<file path="config.mk">
export PLATFORM = sky130hd
export DESIGN_NAME = task_table_scheduler
export DESIGN_NICKNAME = d
export VERILOG_FILES = /design/src/rtl/tts_pkg.sv /design/src/rtl/task_table_scheduler.sv /design/src/rtl/tts_ctrl.sv /design/src/rtl/tts_datapath.sv
export SDC_FILE = /design/constraint.sdc
export NUM_CORES = 1
export LEC_CHECK = 0
export BUFFER_PORTS_ARGS = -buffer_cell sky130_fd_sc_hd__buf_2
export CAP_MARGIN = 5
export CORE_AREA = 2 2 235 237
export CTS_CLUSTER_DIAMETER = 200
export CTS_CLUSTER_SIZE = 8
export DETAILED_ROUTE_END_ITERATION = 12
export DIE_AREA = 0 0 237 239
export HOLD_SLACK_MARGIN = 0.06
export PLACE_DENSITY_LB_ADDON = 0.08
export SYNTH_ARGS = -nofsm -noshare
export SYNTH_HDL_FRONTEND = slang
export SYNTH_HIERARCHICAL = 1
export SYNTH_SLANG_ARGS = --single-unit
export TNS_END_PERCENT = 30
</file>
<file path="constraint.sdc">
create_clock -name clk -period 4.2 [get_ports clk]
set_input_delay 0.84 -clock clk [delete_from_list [all_inputs] [get_ports clk]]
set_output_delay 0.84 -clock clk [all_outputs]
set_load 0.01 [all_outputs]
</file>
<file path="src/rtl/tts_pkg.sv">
// ----------------------------------------------------------------------------
// tts_pkg
// Shared types and codes of the task table scheduler.
// ----------------------------------------------------------------------------
package tts_pkg;

  localparam int TASK_INDEX_W = 5;

  typedef logic [TASK_INDEX_W-1:0] task_index_t;
  typedef logic [1:0]              status_t;
  typedef logic [7:0]              prio_t;

  localparam status_t ST_OK    = 2'd0;
  localparam status_t ST_FULL  = 2'd1;
  localparam status_t ST_EMPTY = 2'd2;

  localparam logic OP_CREATE = 1'b0;
  localparam logic OP_SCHED  = 1'b1;

  typedef struct packed {
    logic  operation;
    prio_t task_priority;
  } req_t;

  typedef struct packed {
    status_t     status;
    task_index_t task_index;
  } rsp_t;

  // controller -> datapath
  typedef struct packed {
    logic take;
    logic rd_cur;
    logic latch;
    logic scan;
    logic finish;
  } cmd_t;

  // datapath -> controller
  typedef struct packed {
    logic rsp_valid;
    logic prio_start;
    logic hit;
    logic scan_end;
  } sts_t;

endpackage

</file>
<file path="src/rtl/task_table_scheduler.sv">
// ----------------------------------------------------------------------------
// task_table_scheduler
// Task slot allocator with round-robin or priority-scan selection.
// ----------------------------------------------------------------------------
// A create beat and a round-robin or empty-table schedule beat finish in the
// cycle they are accepted, so those items run at one per cycle as long as
// the response side keeps up. A priority-mode schedule beat walks the table
// through its single registered read port, one slot per cycle, and stops at
// the first qualifying slot; no new request is accepted until the scan
// ends. The response register frees the request side as soon as the
// pending response is taken. task_index carries the low five bits of the
// slot number.
module task_table_scheduler #(
  parameter int MAX_TASKS = 32
) (
  input  logic          clk,
  input  logic          rst,
  input  logic          req_valid,
  output logic          req_ready,
  input  tts_pkg::req_t req,
  output logic          rsp_valid,
  input  logic          rsp_ready,
  output tts_pkg::rsp_t rsp,
  input  logic          cfg_we,
  input  logic          cfg_wdata
);

  tts_pkg::cmd_t cmd;
  tts_pkg::sts_t sts;

  tts_ctrl u_ctrl (
    .clk       (clk),
    .rst       (rst),
    .req_valid (req_valid),
    .req_ready (req_ready),
    .rsp_ready (rsp_ready),
    .sts       (sts),
    .cmd       (cmd)
  );

  tts_datapath #(
    .MAX_TASKS (MAX_TASKS)
  ) u_dp (
    .clk       (clk),
    .rst       (rst),
    .req       (req),
    .rsp       (rsp),
    .rsp_valid (rsp_valid),
    .rsp_ready (rsp_ready),
    .cfg_we    (cfg_we),
    .cfg_wdata (cfg_wdata),
    .cmd       (cmd),
    .sts       (sts)
  );

endmodule

</file>
<file path="src/rtl/tts_ctrl.sv">
// ----------------------------------------------------------------------------
// tts_ctrl
// Sequencer: accepts request beats and steps the priority scan.
// ----------------------------------------------------------------------------
module tts_ctrl (
  input  logic          clk,
  input  logic          rst,
  input  logic          req_valid,
  output logic          req_ready,
  input  logic          rsp_ready,
  input  tts_pkg::sts_t sts,
  output tts_pkg::cmd_t cmd
);

  typedef enum logic [3:0] {
    S_IDLE  = 4'b0001,
    S_CUR   = 4'b0010,
    S_LATCH = 4'b0100,
    S_SCAN  = 4'b1000
  } state_t;

  state_t state, state_next;

  always_comb begin
    req_ready  = (state == S_IDLE) && (!sts.rsp_valid || rsp_ready);
    cmd.take   = req_valid && req_ready;
    cmd.rd_cur = (state == S_CUR);
    cmd.latch  = (state == S_LATCH);
    cmd.scan   = (state == S_SCAN);
    cmd.finish = (state == S_SCAN) && (sts.hit || sts.scan_end);
    state_next = state;
    unique case (state)
      S_IDLE: begin
        if (cmd.take && sts.prio_start) state_next = S_CUR;
      end
      S_CUR:   state_next = S_LATCH;
      S_LATCH: state_next = S_SCAN;
      S_SCAN: begin
        if (cmd.finish) state_next = S_IDLE;
      end
      default: state_next = S_IDLE;
    endcase
  end

  always_ff @(posedge clk) begin
    if (rst) begin
      state <= S_IDLE;
    end else begin
      state <= state_next;
    end
  end

endmodule

</file>
<file path="src/rtl/tts_datapath.sv">
// ----------------------------------------------------------------------------
// tts_datapath
// Priority table, slot count, current task, scan pipeline and response reg.
// ----------------------------------------------------------------------------
module tts_datapath #(
  parameter int MAX_TASKS = 32
) (
  input  logic          clk,
  input  logic          rst,
  input  tts_pkg::req_t req,
  output tts_pkg::rsp_t rsp,
  output logic          rsp_valid,
  input  logic          rsp_ready,
  input  logic          cfg_we,
  input  logic          cfg_wdata,
  input  tts_pkg::cmd_t cmd,
  output tts_pkg::sts_t sts
);

  localparam int IDXW = $clog2(MAX_TASKS);
  localparam int CNTW = $clog2(MAX_TASKS + 1);

  tts_pkg::prio_t prio_mem [MAX_TASKS];
  tts_pkg::prio_t rd_data;
  tts_pkg::prio_t cur_prio;

  logic [CNTW-1:0] count;
  logic [IDXW-1:0] cur;
  logic            mode;
  logic [CNTW-1:0] scan_idx;
  logic [IDXW-1:0] chk_idx;
  logic            chk_valid;

  logic            full;
  logic            is_create;
  logic            scan_more;
  logic            rd_en;
  logic [IDXW-1:0] rd_addr;
  logic [CNTW-1:0] rr_step;
  logic [IDXW-1:0] rr_idx;
  logic            wr_en;
  logic            rsp_load;
  tts_pkg::rsp_t   rsp_next;
  logic            cur_load;
  logic [IDXW-1:0] cur_next;

  always_comb begin
    full      = (count == CNTW'(MAX_TASKS));
    is_create = (req.operation == tts_pkg::OP_CREATE);
    scan_more = (scan_idx < count);
    rr_step   = CNTW'(cur) + CNTW'(1);
    rr_idx    = (rr_step >= count) ? '0 : rr_step[IDXW-1:0];
    wr_en     = cmd.take && is_create && !full;

    rd_en = cmd.rd_cur || cmd.latch || (cmd.scan && scan_more);
    if (cmd.rd_cur) begin
      rd_addr = cur;
    end else if (cmd.latch) begin
      rd_addr = '0;
    end else begin
      rd_addr = scan_idx[IDXW-1:0];
    end

    sts.rsp_valid  = rsp_valid;
    sts.prio_start = !is_create && mode && (count != '0);
    sts.hit        = chk_valid && (chk_idx != cur) && (rd_data <= cur_prio);
    sts.scan_end   = !chk_valid;

    rsp_load            = 1'b0;
    rsp_next.status     = tts_pkg::ST_OK;
    rsp_next.task_index = '0;
    cur_load            = 1'b0;
    cur_next            = cur;
    if (cmd.take) begin
      if (is_create) begin
        rsp_load = 1'b1;
        if (full) begin
          rsp_next.status = tts_pkg::ST_FULL;
        end else begin
          rsp_next.task_index = tts_pkg::task_index_t'(count[IDXW-1:0]);
        end
      end else if (count == '0) begin
        rsp_load        = 1'b1;
        rsp_next.status = tts_pkg::ST_EMPTY;
      end else if (!mode) begin
        rsp_load            = 1'b1;
        rsp_next.task_index = tts_pkg::task_index_t'(rr_idx);
        cur_load            = 1'b1;
        cur_next            = rr_idx;
      end
    end else if (cmd.finish) begin
      rsp_load            = 1'b1;
      cur_load            = 1'b1;
      cur_next            = sts.hit ? chk_idx : cur;
      rsp_next.task_index = tts_pkg::task_index_t'(cur_next);
    end
  end

  always_ff @(posedge clk) begin
    if (wr_en) begin
      prio_mem[count[IDXW-1:0]] <= req.task_priority;
    end
    if (rd_en) begin
      rd_data <= prio_mem[rd_addr];
    end
  end

  always_ff @(posedge clk) begin
    if (cmd.latch) begin
      cur_prio <= rd_data;
      chk_idx  <= '0;
      scan_idx <= CNTW'(1);
    end else if (cmd.scan && !cmd.finish && scan_more) begin
      chk_idx  <= scan_idx[IDXW-1:0];
      scan_idx <= scan_idx + CNTW'(1);
    end
    if (rsp_load) begin
      rsp <= rsp_next;
    end
  end

  always_ff @(posedge clk) begin
    if (rst) begin
      count     <= '0;
      cur       <= '0;
      mode      <= 1'b0;
      chk_valid <= 1'b0;
      rsp_valid <= 1'b0;
    end else begin
      if (cfg_we) mode <= cfg_wdata;
      if (wr_en) count <= count + CNTW'(1);
      if (cur_load) cur <= cur_next;
      if (cmd.latch) begin
        chk_valid <= 1'b1;
      end else if (cmd.finish) begin
        chk_valid <= 1'b0;
      end else if (cmd.scan) begin
        chk_valid <= scan_more;
      end
      if (rsp_valid && rsp_ready) rsp_valid <= 1'b0;
      if (rsp_load) rsp_valid <= 1'b1;
    end
  end

endmodule

</file>
## Yosys cells after proc, flatten, opt, wreduce, memory -nomap -nowiden

Memory sizes are Yosys's and may differ from the RTL's. A register that Yosys moved wholly into a read port is not among the register bits.
Cells that the tools add are included.

- Flip-flop bits (word level): 44
- Bits in latches: 0
- RAM bits: 256
- ROM bits: 0
- Bits of input ports: 15
- Output and inout port bits: 9
- Logic and storage cells: 94
- Memories: 1

Memories:

| name | words | width | rd ports | clocked after Yosys merged registers in | write ports | line | RTL |
|---|---|---|---|---|---|---|---|
| u_dp.prio_mem | 32 | 8 | 1 | 1 | 1 | tts_datapath.sv:23 | `tts_pkg::prio_t prio_mem [MAX_TASKS];` |

- Add/subtract/negate cells: 3
- Multipliers: 0
- Div/mod/pow operators: 0
- $lt $le $gt $ge: 3
- Equality and inequality tests: 11
- Shifts and indexed selects: 0
- Multiplexer cells: 35
- Bitwise operators: 1
- Reductions and logical operators: 29

Operator list:

| operator | number |
|---|---|
| 2-to-1 mux 5 bit | 14 |
| 2-to-1 mux 1 bit | 16 |
| case mux 4 bit (4 select lines) | 1 |
| logical AND 1 bit | 14 |
| adder 6 x 1 -> 6 bit, second input constant | 2 |
| != test 2 bit, second input constant | 5 |
| <= comparator 8 bit | 1 |
| 2-to-1 mux 4 bit | 2 |
| 2-to-1 mux 7 bit | 1 |
| adder 5 x 1 -> 6 bit, second input constant | 1 |
| equality test 6 bit, second input constant | 1 |
| >= comparator 6 bit | 1 |
| logical NOT 6 bit | 1 |
| < comparator 6 bit | 1 |
| nonzero test 6 bit | 1 |
| != test 5 bit | 1 |
| AND reduction 5 bit | 1 |
| equality test 4 x 1 -> 1 bit, second input constant | 1 |
| equality test 4 x 2 -> 1 bit, second input constant | 1 |
| equality test 4 x 3 -> 1 bit, second input constant | 1 |
| equality test 4 bit, second input constant | 1 |
| logical NOT 1 bit | 4 |
| logical OR 1 bit | 4 |
| nonzero test 2 bit | 2 |
| 4 further kinds | 4 |

## Logic depth before layout (Yosys ltp)

Gate-level depths: netlist (run 1).

- Depth after elaboration: 8
- Gate-level depth with buffers: 15
- Mapped depth without buffers: 13

## By module

Netlist (run 1), hierarchy kept.

By module, submodules not included:

| module | times used | cells an instance | area an instance (um^2) | sequential area each (um^2) |
|---|---|---|---|---|
| tts_datapath | 1 | 1,011 | 13,127.6 | 8,878.5 |
| tts_ctrl | 1 | 26 | 232.7 | 80.1 |

## Least setup slack after synthesis (run 1)

Ideal clock, no wire load.

- Path kind: register -> register
- Start point: register u_ctrl.state[2]
- End point: register u_dp.rd_data[0], read port of u_dp.prio_mem, data pin
- Library setup time: 0.261 ns
- Data arrival time: 2.976 ns
- Data required time: 3.939 ns
- Slack: 0.962 ns
- Cell stages (with the launch flop): 10
- Path buffers: 3
- Clock period less this slack: 3.238 ns
- Cell sequence: dfxtp_1 > nor4b_1 > buf_2 > nor3b_2 > nor2_1 > buf_2 > clkbuf_1 > a31oi_1 > o22ai_1 > nor4_2

RTL lines:

| item | line | RTL |
|---|---|---|
| start, declared | tts_ctrl.sv:22 | `state_t state, state_next;` |
| start signal, assigned | tts_ctrl.sv:49 | `state <= state_next;` |
| end, declared | tts_datapath.sv:24 | `tts_pkg::prio_t rd_data;` |

==> metrics.csv, run 1 <==
metric,value,unit
first-pass GRT wire length,61.3,mm
vias after detailed routing,8585,
post-route ant nets,0,
Antenna diodes,0,
Simple-Gate Fraction of Synth Area,13.7,%
Final Non-Filler Cells,1799,
drt first pass iters,4,
placed cell count,1745,
Clock Latency Late Sink,570,ps
I/O Pins,24,
RSZ-0062 raised after global routing,false,
Synth top area share,62.7,%
crit path buf inv count,4,
Die Ht,239,µm
drt drc,0,
Synth Net Count,1077,
status,completed,
largest net degree at the start of global routing,64,
port buffer count,23,
TNS Setup,0,ps
DRT Wirelength,41.8,mm
Nets,1127,
clk sinks,308,
mux cell area share after synthesis,1.73,%
"Cell Area, Synth",0.0134,mm²
family with the most delay on the worst path,simple AND/OR/NAND/NOR gates,
drt via density,4.77,
Critical Path AT,3880,ps
Crit-path slowest cell,or4_4,
initial antenna violation count,0,
top-count cell post-synth,edfxtp_1,
class of the worst hold path,flip-flop to flip-flop,
fmax,279,MHz
die area,0.0566,mm²
Routed WL per cell,23.2,µm
layout cells sized above 1,13.3,%
GRT Total Usage,14.9,%
CTS tree,built,
pre-CTS setup slack,669,ps
Fin. Hold Viols,0,
Max Cap Viol,0,
Clock Path Buffers,3,
Yosys top cell by area,edfxtp_1,
Final min period,3590,ps
top_reg_cell synth,edfxtp_1,
delay of the slowest cell on the worst path,550,ps
Starting Density,24.6,%
largest family of logic cells by synthesized area,simple AND/OR/NAND/NOR gates,
Synth area leaders,"edfxtp_1, dfxtp_1, nand2_1, a211oi_1, and3_1",
complex-gate fraction of the synthesized area,10.9,%
leakage power total,5.45,nW
setup ws final,612,ps
"Avg Cell Area, Syn",12.9,µm²
cells after synthesis,1037,
CP Launch Type,flip-flop,
synthesis-to-finish area growth,17.5,%
Synth Area in XOR/XNOR,0.852,%
#FFs+latches synth,308,
Max H-tree Level,2,
max-slew violations,0,
leading cell types by count after synthesis,"edfxtp_1, nand2_1, and3_1",
Core ar.,0.0543,mm²
worst reg-to-reg setup slack,610,ps
clk slew on worst S/H paths,50,ps
GP Congestion,0.729,
CP Data Required Time,4490,ps
post_cts resized,0,
P per Cell Area,453,mW/mm²
CP Max Fanout,40,
Final Skew,21.2,ps
crit path cell chain,inv_2 > or4_4 > inv_1 > buf_4 > nor3b_2 > nor2_4 > buf_12 > a211oi_1 > a31oi_1 > o22ai_1 > nor4_2,
post-DP HPWL,26.4,mm
row count,86,
cts bufs inserted,44,
Setup-failing EPs final,0,
synth warn,6,
critical path class,flip-flop to flip-flop,
"EDFF count, synth",279,
crit share post-route,85.4,%
Root Buffer,clkbuf_16,
Synth async-reset ratio,0,%
Max IR drop VDD,0.264,mV
Fin Hold WS,468,ps
nature of the critical path endpoint,flip-flop,
vias in the first global route,8624,
Adder-Cell Fraction of Synth Area,2.34,%
Die Wd,237,µm
Yosys cell types,62,
Slew headroom,18.6,%
grt total ovfl,0,
Slew @ Worst Pin,1220,ps
Final Util,28.9,%
setup bufs post-CTS,0,
number of DRC markers in iteration 0,569,
Post-CTS Hold Buffers,0,
"Seq/Total Area, Yosys",67.1,%
==> path summary, 6_finish.rpt <==
check / startpoint / end / cells past startpoint
max: u_ctrl/state[1]$_SDFFE_PP0P_ / u_dp/rd_data[5]$_DFFE_PP_ / 11
min: u_dp/rd_data[5]$_DFFE_PP_ / u_dp/cur_prio[5]$_DFFE_PP_ / 0
max reg2reg: u_ctrl/state[1]$_SDFFE_PP0P_ / u_dp/rd_data[5]$_DFFE_PP_ / 11
min reg2reg: u_dp/rd_data[5]$_DFFE_PP_ / u_dp/cur_prio[5]$_DFFE_PP_ / 0
==> registers in the layout (all words and copies together) (netlist names) <==
| register | cells |
|---|---|
| u_dp/rsp | 7 |
| u_dp/rsp_valid | 1 |
| u_dp/count | 6 |
| u_dp/scan_idx | 6 |
| u_dp/cur_prio | 8 |
| u_ctrl/state | 4 |
| u_dp/prio_mem | 256 |
| u_dp/chk_idx | 5 |
| u_dp/rd_data | 8 |
| u_dp/mode | 1 |
| u_dp/cur | 5 |
| u_dp/chk_valid | 1 |
==> worst register-to-register path, stage by stage (launching register included) <==
cell      delay [ps]
dfxtp_1          430
inv_2             50
or4_4            550
inv_1            130
buf_4            220
nor3b_2          110
nor2_4           410
buf_12           300
a211oi_1         120
a31oi_1          250
o22ai_1          210
nor4_2           540
==> routing by layer <==
layer / up-vias / share of wire (%) / GRT usage, % / routed length [µm]
met3: 49 / 2.9 / 2.04 / 1210
met5: - / 0 / 0 / 0
met2: 134 / 47 / 24.2 / 19500
met1: 4344 / 49 / 20.7 / 20300
li1: 4058 / - / - / -
met4: 0 / 1.8 / 4.30 / 759
==> power breakdown <==
group          leakage (nW)  internal, mW  switching [mW]
sequential             2.75          3.37          0.0293
combinational          2.11         0.146           0.319
clock                 0.584          1.93            1.31
==> stage by stage <==
step	total power, mW	cell area (µm²)
after global placement	3.94	14500
after floorplan	3.73	13400
after detailed placement	3.94	14500
final	7.11	15700
after CTS	7.24	15700
after global routing	7.38	15700
==> kinds of logic (layout without fill, tap and decap cells) <==
family                   after synthesis  in the layout
AND/OR/NAND/NOR                      354            354
adder cells (fa/ha/maj)               25             25
multiplexers                          23             23
AO/OA/AOI/OAI                        215            215
flip-flops                           308            308
buffers and inverters                 99            157
XOR/XNOR                              13             13
==> layout by cell type, fill, tap and decap left out, types with 7 or more instances in the layout <==
master / count
edfxtp_1: 279
buf_12: 7
clkbuf_16: 44
buf_4: 42
nand4_1: 7
a211oi_1: 62
nor4_2: 8
and3_1: 68
xnor2_1: 8
ha_1: 25
a31oi_1: 60
nor2_1: 41
mux2i_1: 21
buf_2: 23
dfxtp_1: 29
nand3_1: 19
a21o_1: 7
nand2b_1: 10
nand2_1: 146
nor3_1: 10
nor2b_1: 7
o21ai_0: 11
o22ai_1: 32
a21oi_1: 19
inv_1: 30
==> final cells by class <==
class	count	area (µm²)
tap	704	881
fill	5438	38600
multi-input combinational	630	3970
timing repair buffer	72	571
inverter	31	116
clock inverter	4	77.6
clock buffer	50	1120
sequential	308	8960
No activity file was read; power rests on OpenSTA's default activity.
==> inputs of run 2 (changes only) <==
BUFFER_PORTS_ARGS = not set   (was -buffer_cell sky130_fd_sc_hd__buf_2)
DONT_BUFFER_PORTS = 1   (was not set)
SETUP_SLACK_MARGIN = 0.1   (was not set)
==> run 2 against run 1 <==
Sequential share of layout area increased by 0.32 points. Via count decreased by 0.91%. Largest power group unchanged. Clock skew increased by 13 ps. Routed wire length increased by 1.9%.
==> metrics.csv, run 2 (synthesis results as in run 1) <==
metric,value,unit
status,completed,
synthesis-to-finish area growth,16.9,%
Critical Path AT,4030,ps
CTS tree,built,
Slew @ Worst Pin,1100,ps
share of power burned in registers,47.9,%
crit share post-route,84.0,%
drt first pass iters,4,
nature of the critical path endpoint,flip-flop,
placed cell count,1727,
TNS Setup,0,ps
layout cells sized above 1,11.9,%
port buffer count,0,
"commonest non-fill, non-tap cell in the layout",edfxtp_1,
clk slew on worst S/H paths,50,ps
Max Cap Viol,0,
Final min period,3530,ps
Routed WL per cell,23.9,µm
Fin. Hold Viols,0,
die area,0.0566,mm²
row count,86,
Max IR drop VDD,0.272,mV
fmax,284,MHz
clk sinks,308,
Reg2Reg Depth,10,
Nets,1109,
Starting Density,24.6,%
P_sw,1.65,mW
number of DRC markers in iteration 0,466,
Setup-failing EPs final,0,
pre-CTS setup slack,643,ps
post-route ant nets,0,
CP Max Fanout,13,
Antenna diodes,0,
Sw Share,23.2,%
Final Skew,34.2,ps
P per Cell Area,455,mW/mm²
DRT Wirelength,42.6,mm
Hold Path Stages,1,
Clock Path Buffers,3,
Fillers,5477,
Root Buffer,clkbuf_16,
GRT Total Usage,15.2,%
drt drc,0,
cts bufs inserted,44,
drt via density,4.78,
Internal Power,5.46,mW
largest net degree at the start of global routing,78,
"commonest non-fill, non-tap cells in the layout","edfxtp_1, nand2_1, and3_1",
Max H-tree Level,2,
Combinational Power Share,5.6,%
Die Wd,237,µm
setup bufs post-CTS,0,
Core ar.,0.0543,mm²
setup ws final,674,ps
max-slew violations,0,
"Power, Total",7.10,mW
GP Congestion,0.745,
RSZ-0062 raised after global routing,false,
first-pass GRT wire length,62.5,mm
CP Data Required Time,4710,ps
initial antenna violation count,0,
critical path class,flip-flop to flip-flop,
vias in the first global route,8661,
Final Non-Filler Cells,1781,
Die Ht,239,µm
post-DP HPWL,26.7,mm
class of the worst hold path,input port to flip-flop,
Fin Hold WS,324,ps
grt total ovfl,0,
vias after detailed routing,8507,
final non-filler cell area,0.0156,mm²
Post-CTS Hold Buffers,0,
Slew headroom,26.5,%
post_cts resized,0,
I/O Pins,24,
Largest register FFs,256,
Clock Latency Late Sink,590,ps
leakage power total,5.37,nW
power share of the clock group,46.5,%
Final Util,28.7,%
Post-DP Area,0.0144,mm²
CP Launch Type,flip-flop,
run 2: final timing paths:
| kind | start | end | slack (ps) |
|---|---|---|---|
| setup reg to reg | u_dp/cur[0]$_SDFFE_PP0P_ | u_dp/scan_idx[5]$_SDFFE_PP0P_ | 670 |
| hold reg to reg | u_dp/rd_data[3]$_DFFE_PP_ | u_dp/cur_prio[3]$_DFFE_PP_ | 500 |
| setup / recovery | u_dp/cur[0]$_SDFFE_PP0P_ | u_dp/scan_idx[5]$_SDFFE_PP0P_ | 670 |
| hold / removal | rst | u_dp/rsp_valid$_SDFFE_PP0P_ | 320 |
run 2: final cells by class:
| type | instances | area, µm² | area share (%) |
|---|---|---|---|
| multi-input cells | 630 | 3970 | 25.4 |
| flip-flops and latches | 308 | 8960 | 57.4 |
| well taps | 704 | 881 | 5.64 |
| clock inverters | 4 | 106 | 0.681 |
| clock buffers | 50 | 1120 | 7.20 |
| repair buffers | 54 | 455 | 2.92 |
| inverters | 31 | 116 | 0.745 |
run 2: worst max-delay path, cell delays in order, from the launching register on:
cell and delay [ps]:
dfxtp_1 590, xnor2_1 170, nand2_1 70, o41ai_1 630, a211oi_2 110, o21a_1 240, or2_2 290, a2111oi_2 360
nor2_1 310, or4_1 530, a21oi_1 160
run 2: power groups by stage:
stage	logic (mW)	clock network, mW	registers, mW
floorplan	0.283	0	3.44
global placement	0.400	0	3.46
detailed placement	0.400	0	3.46
CTS	0.401	3.43	3.40
global route	0.437	3.54	3.40
finish	0.395	3.30	3.40
run 2: layer usage:
layer  global-route usage [%]  vias to the layer above  part of all wire, %
met1                     21.1                     4317                   48
met5                        0                        -                    0
met2                     24.2                      120                   46
met4                     4.20                        0                  2.1
met3                     3.00                       49                  3.8
li1                         -                     4021                    -
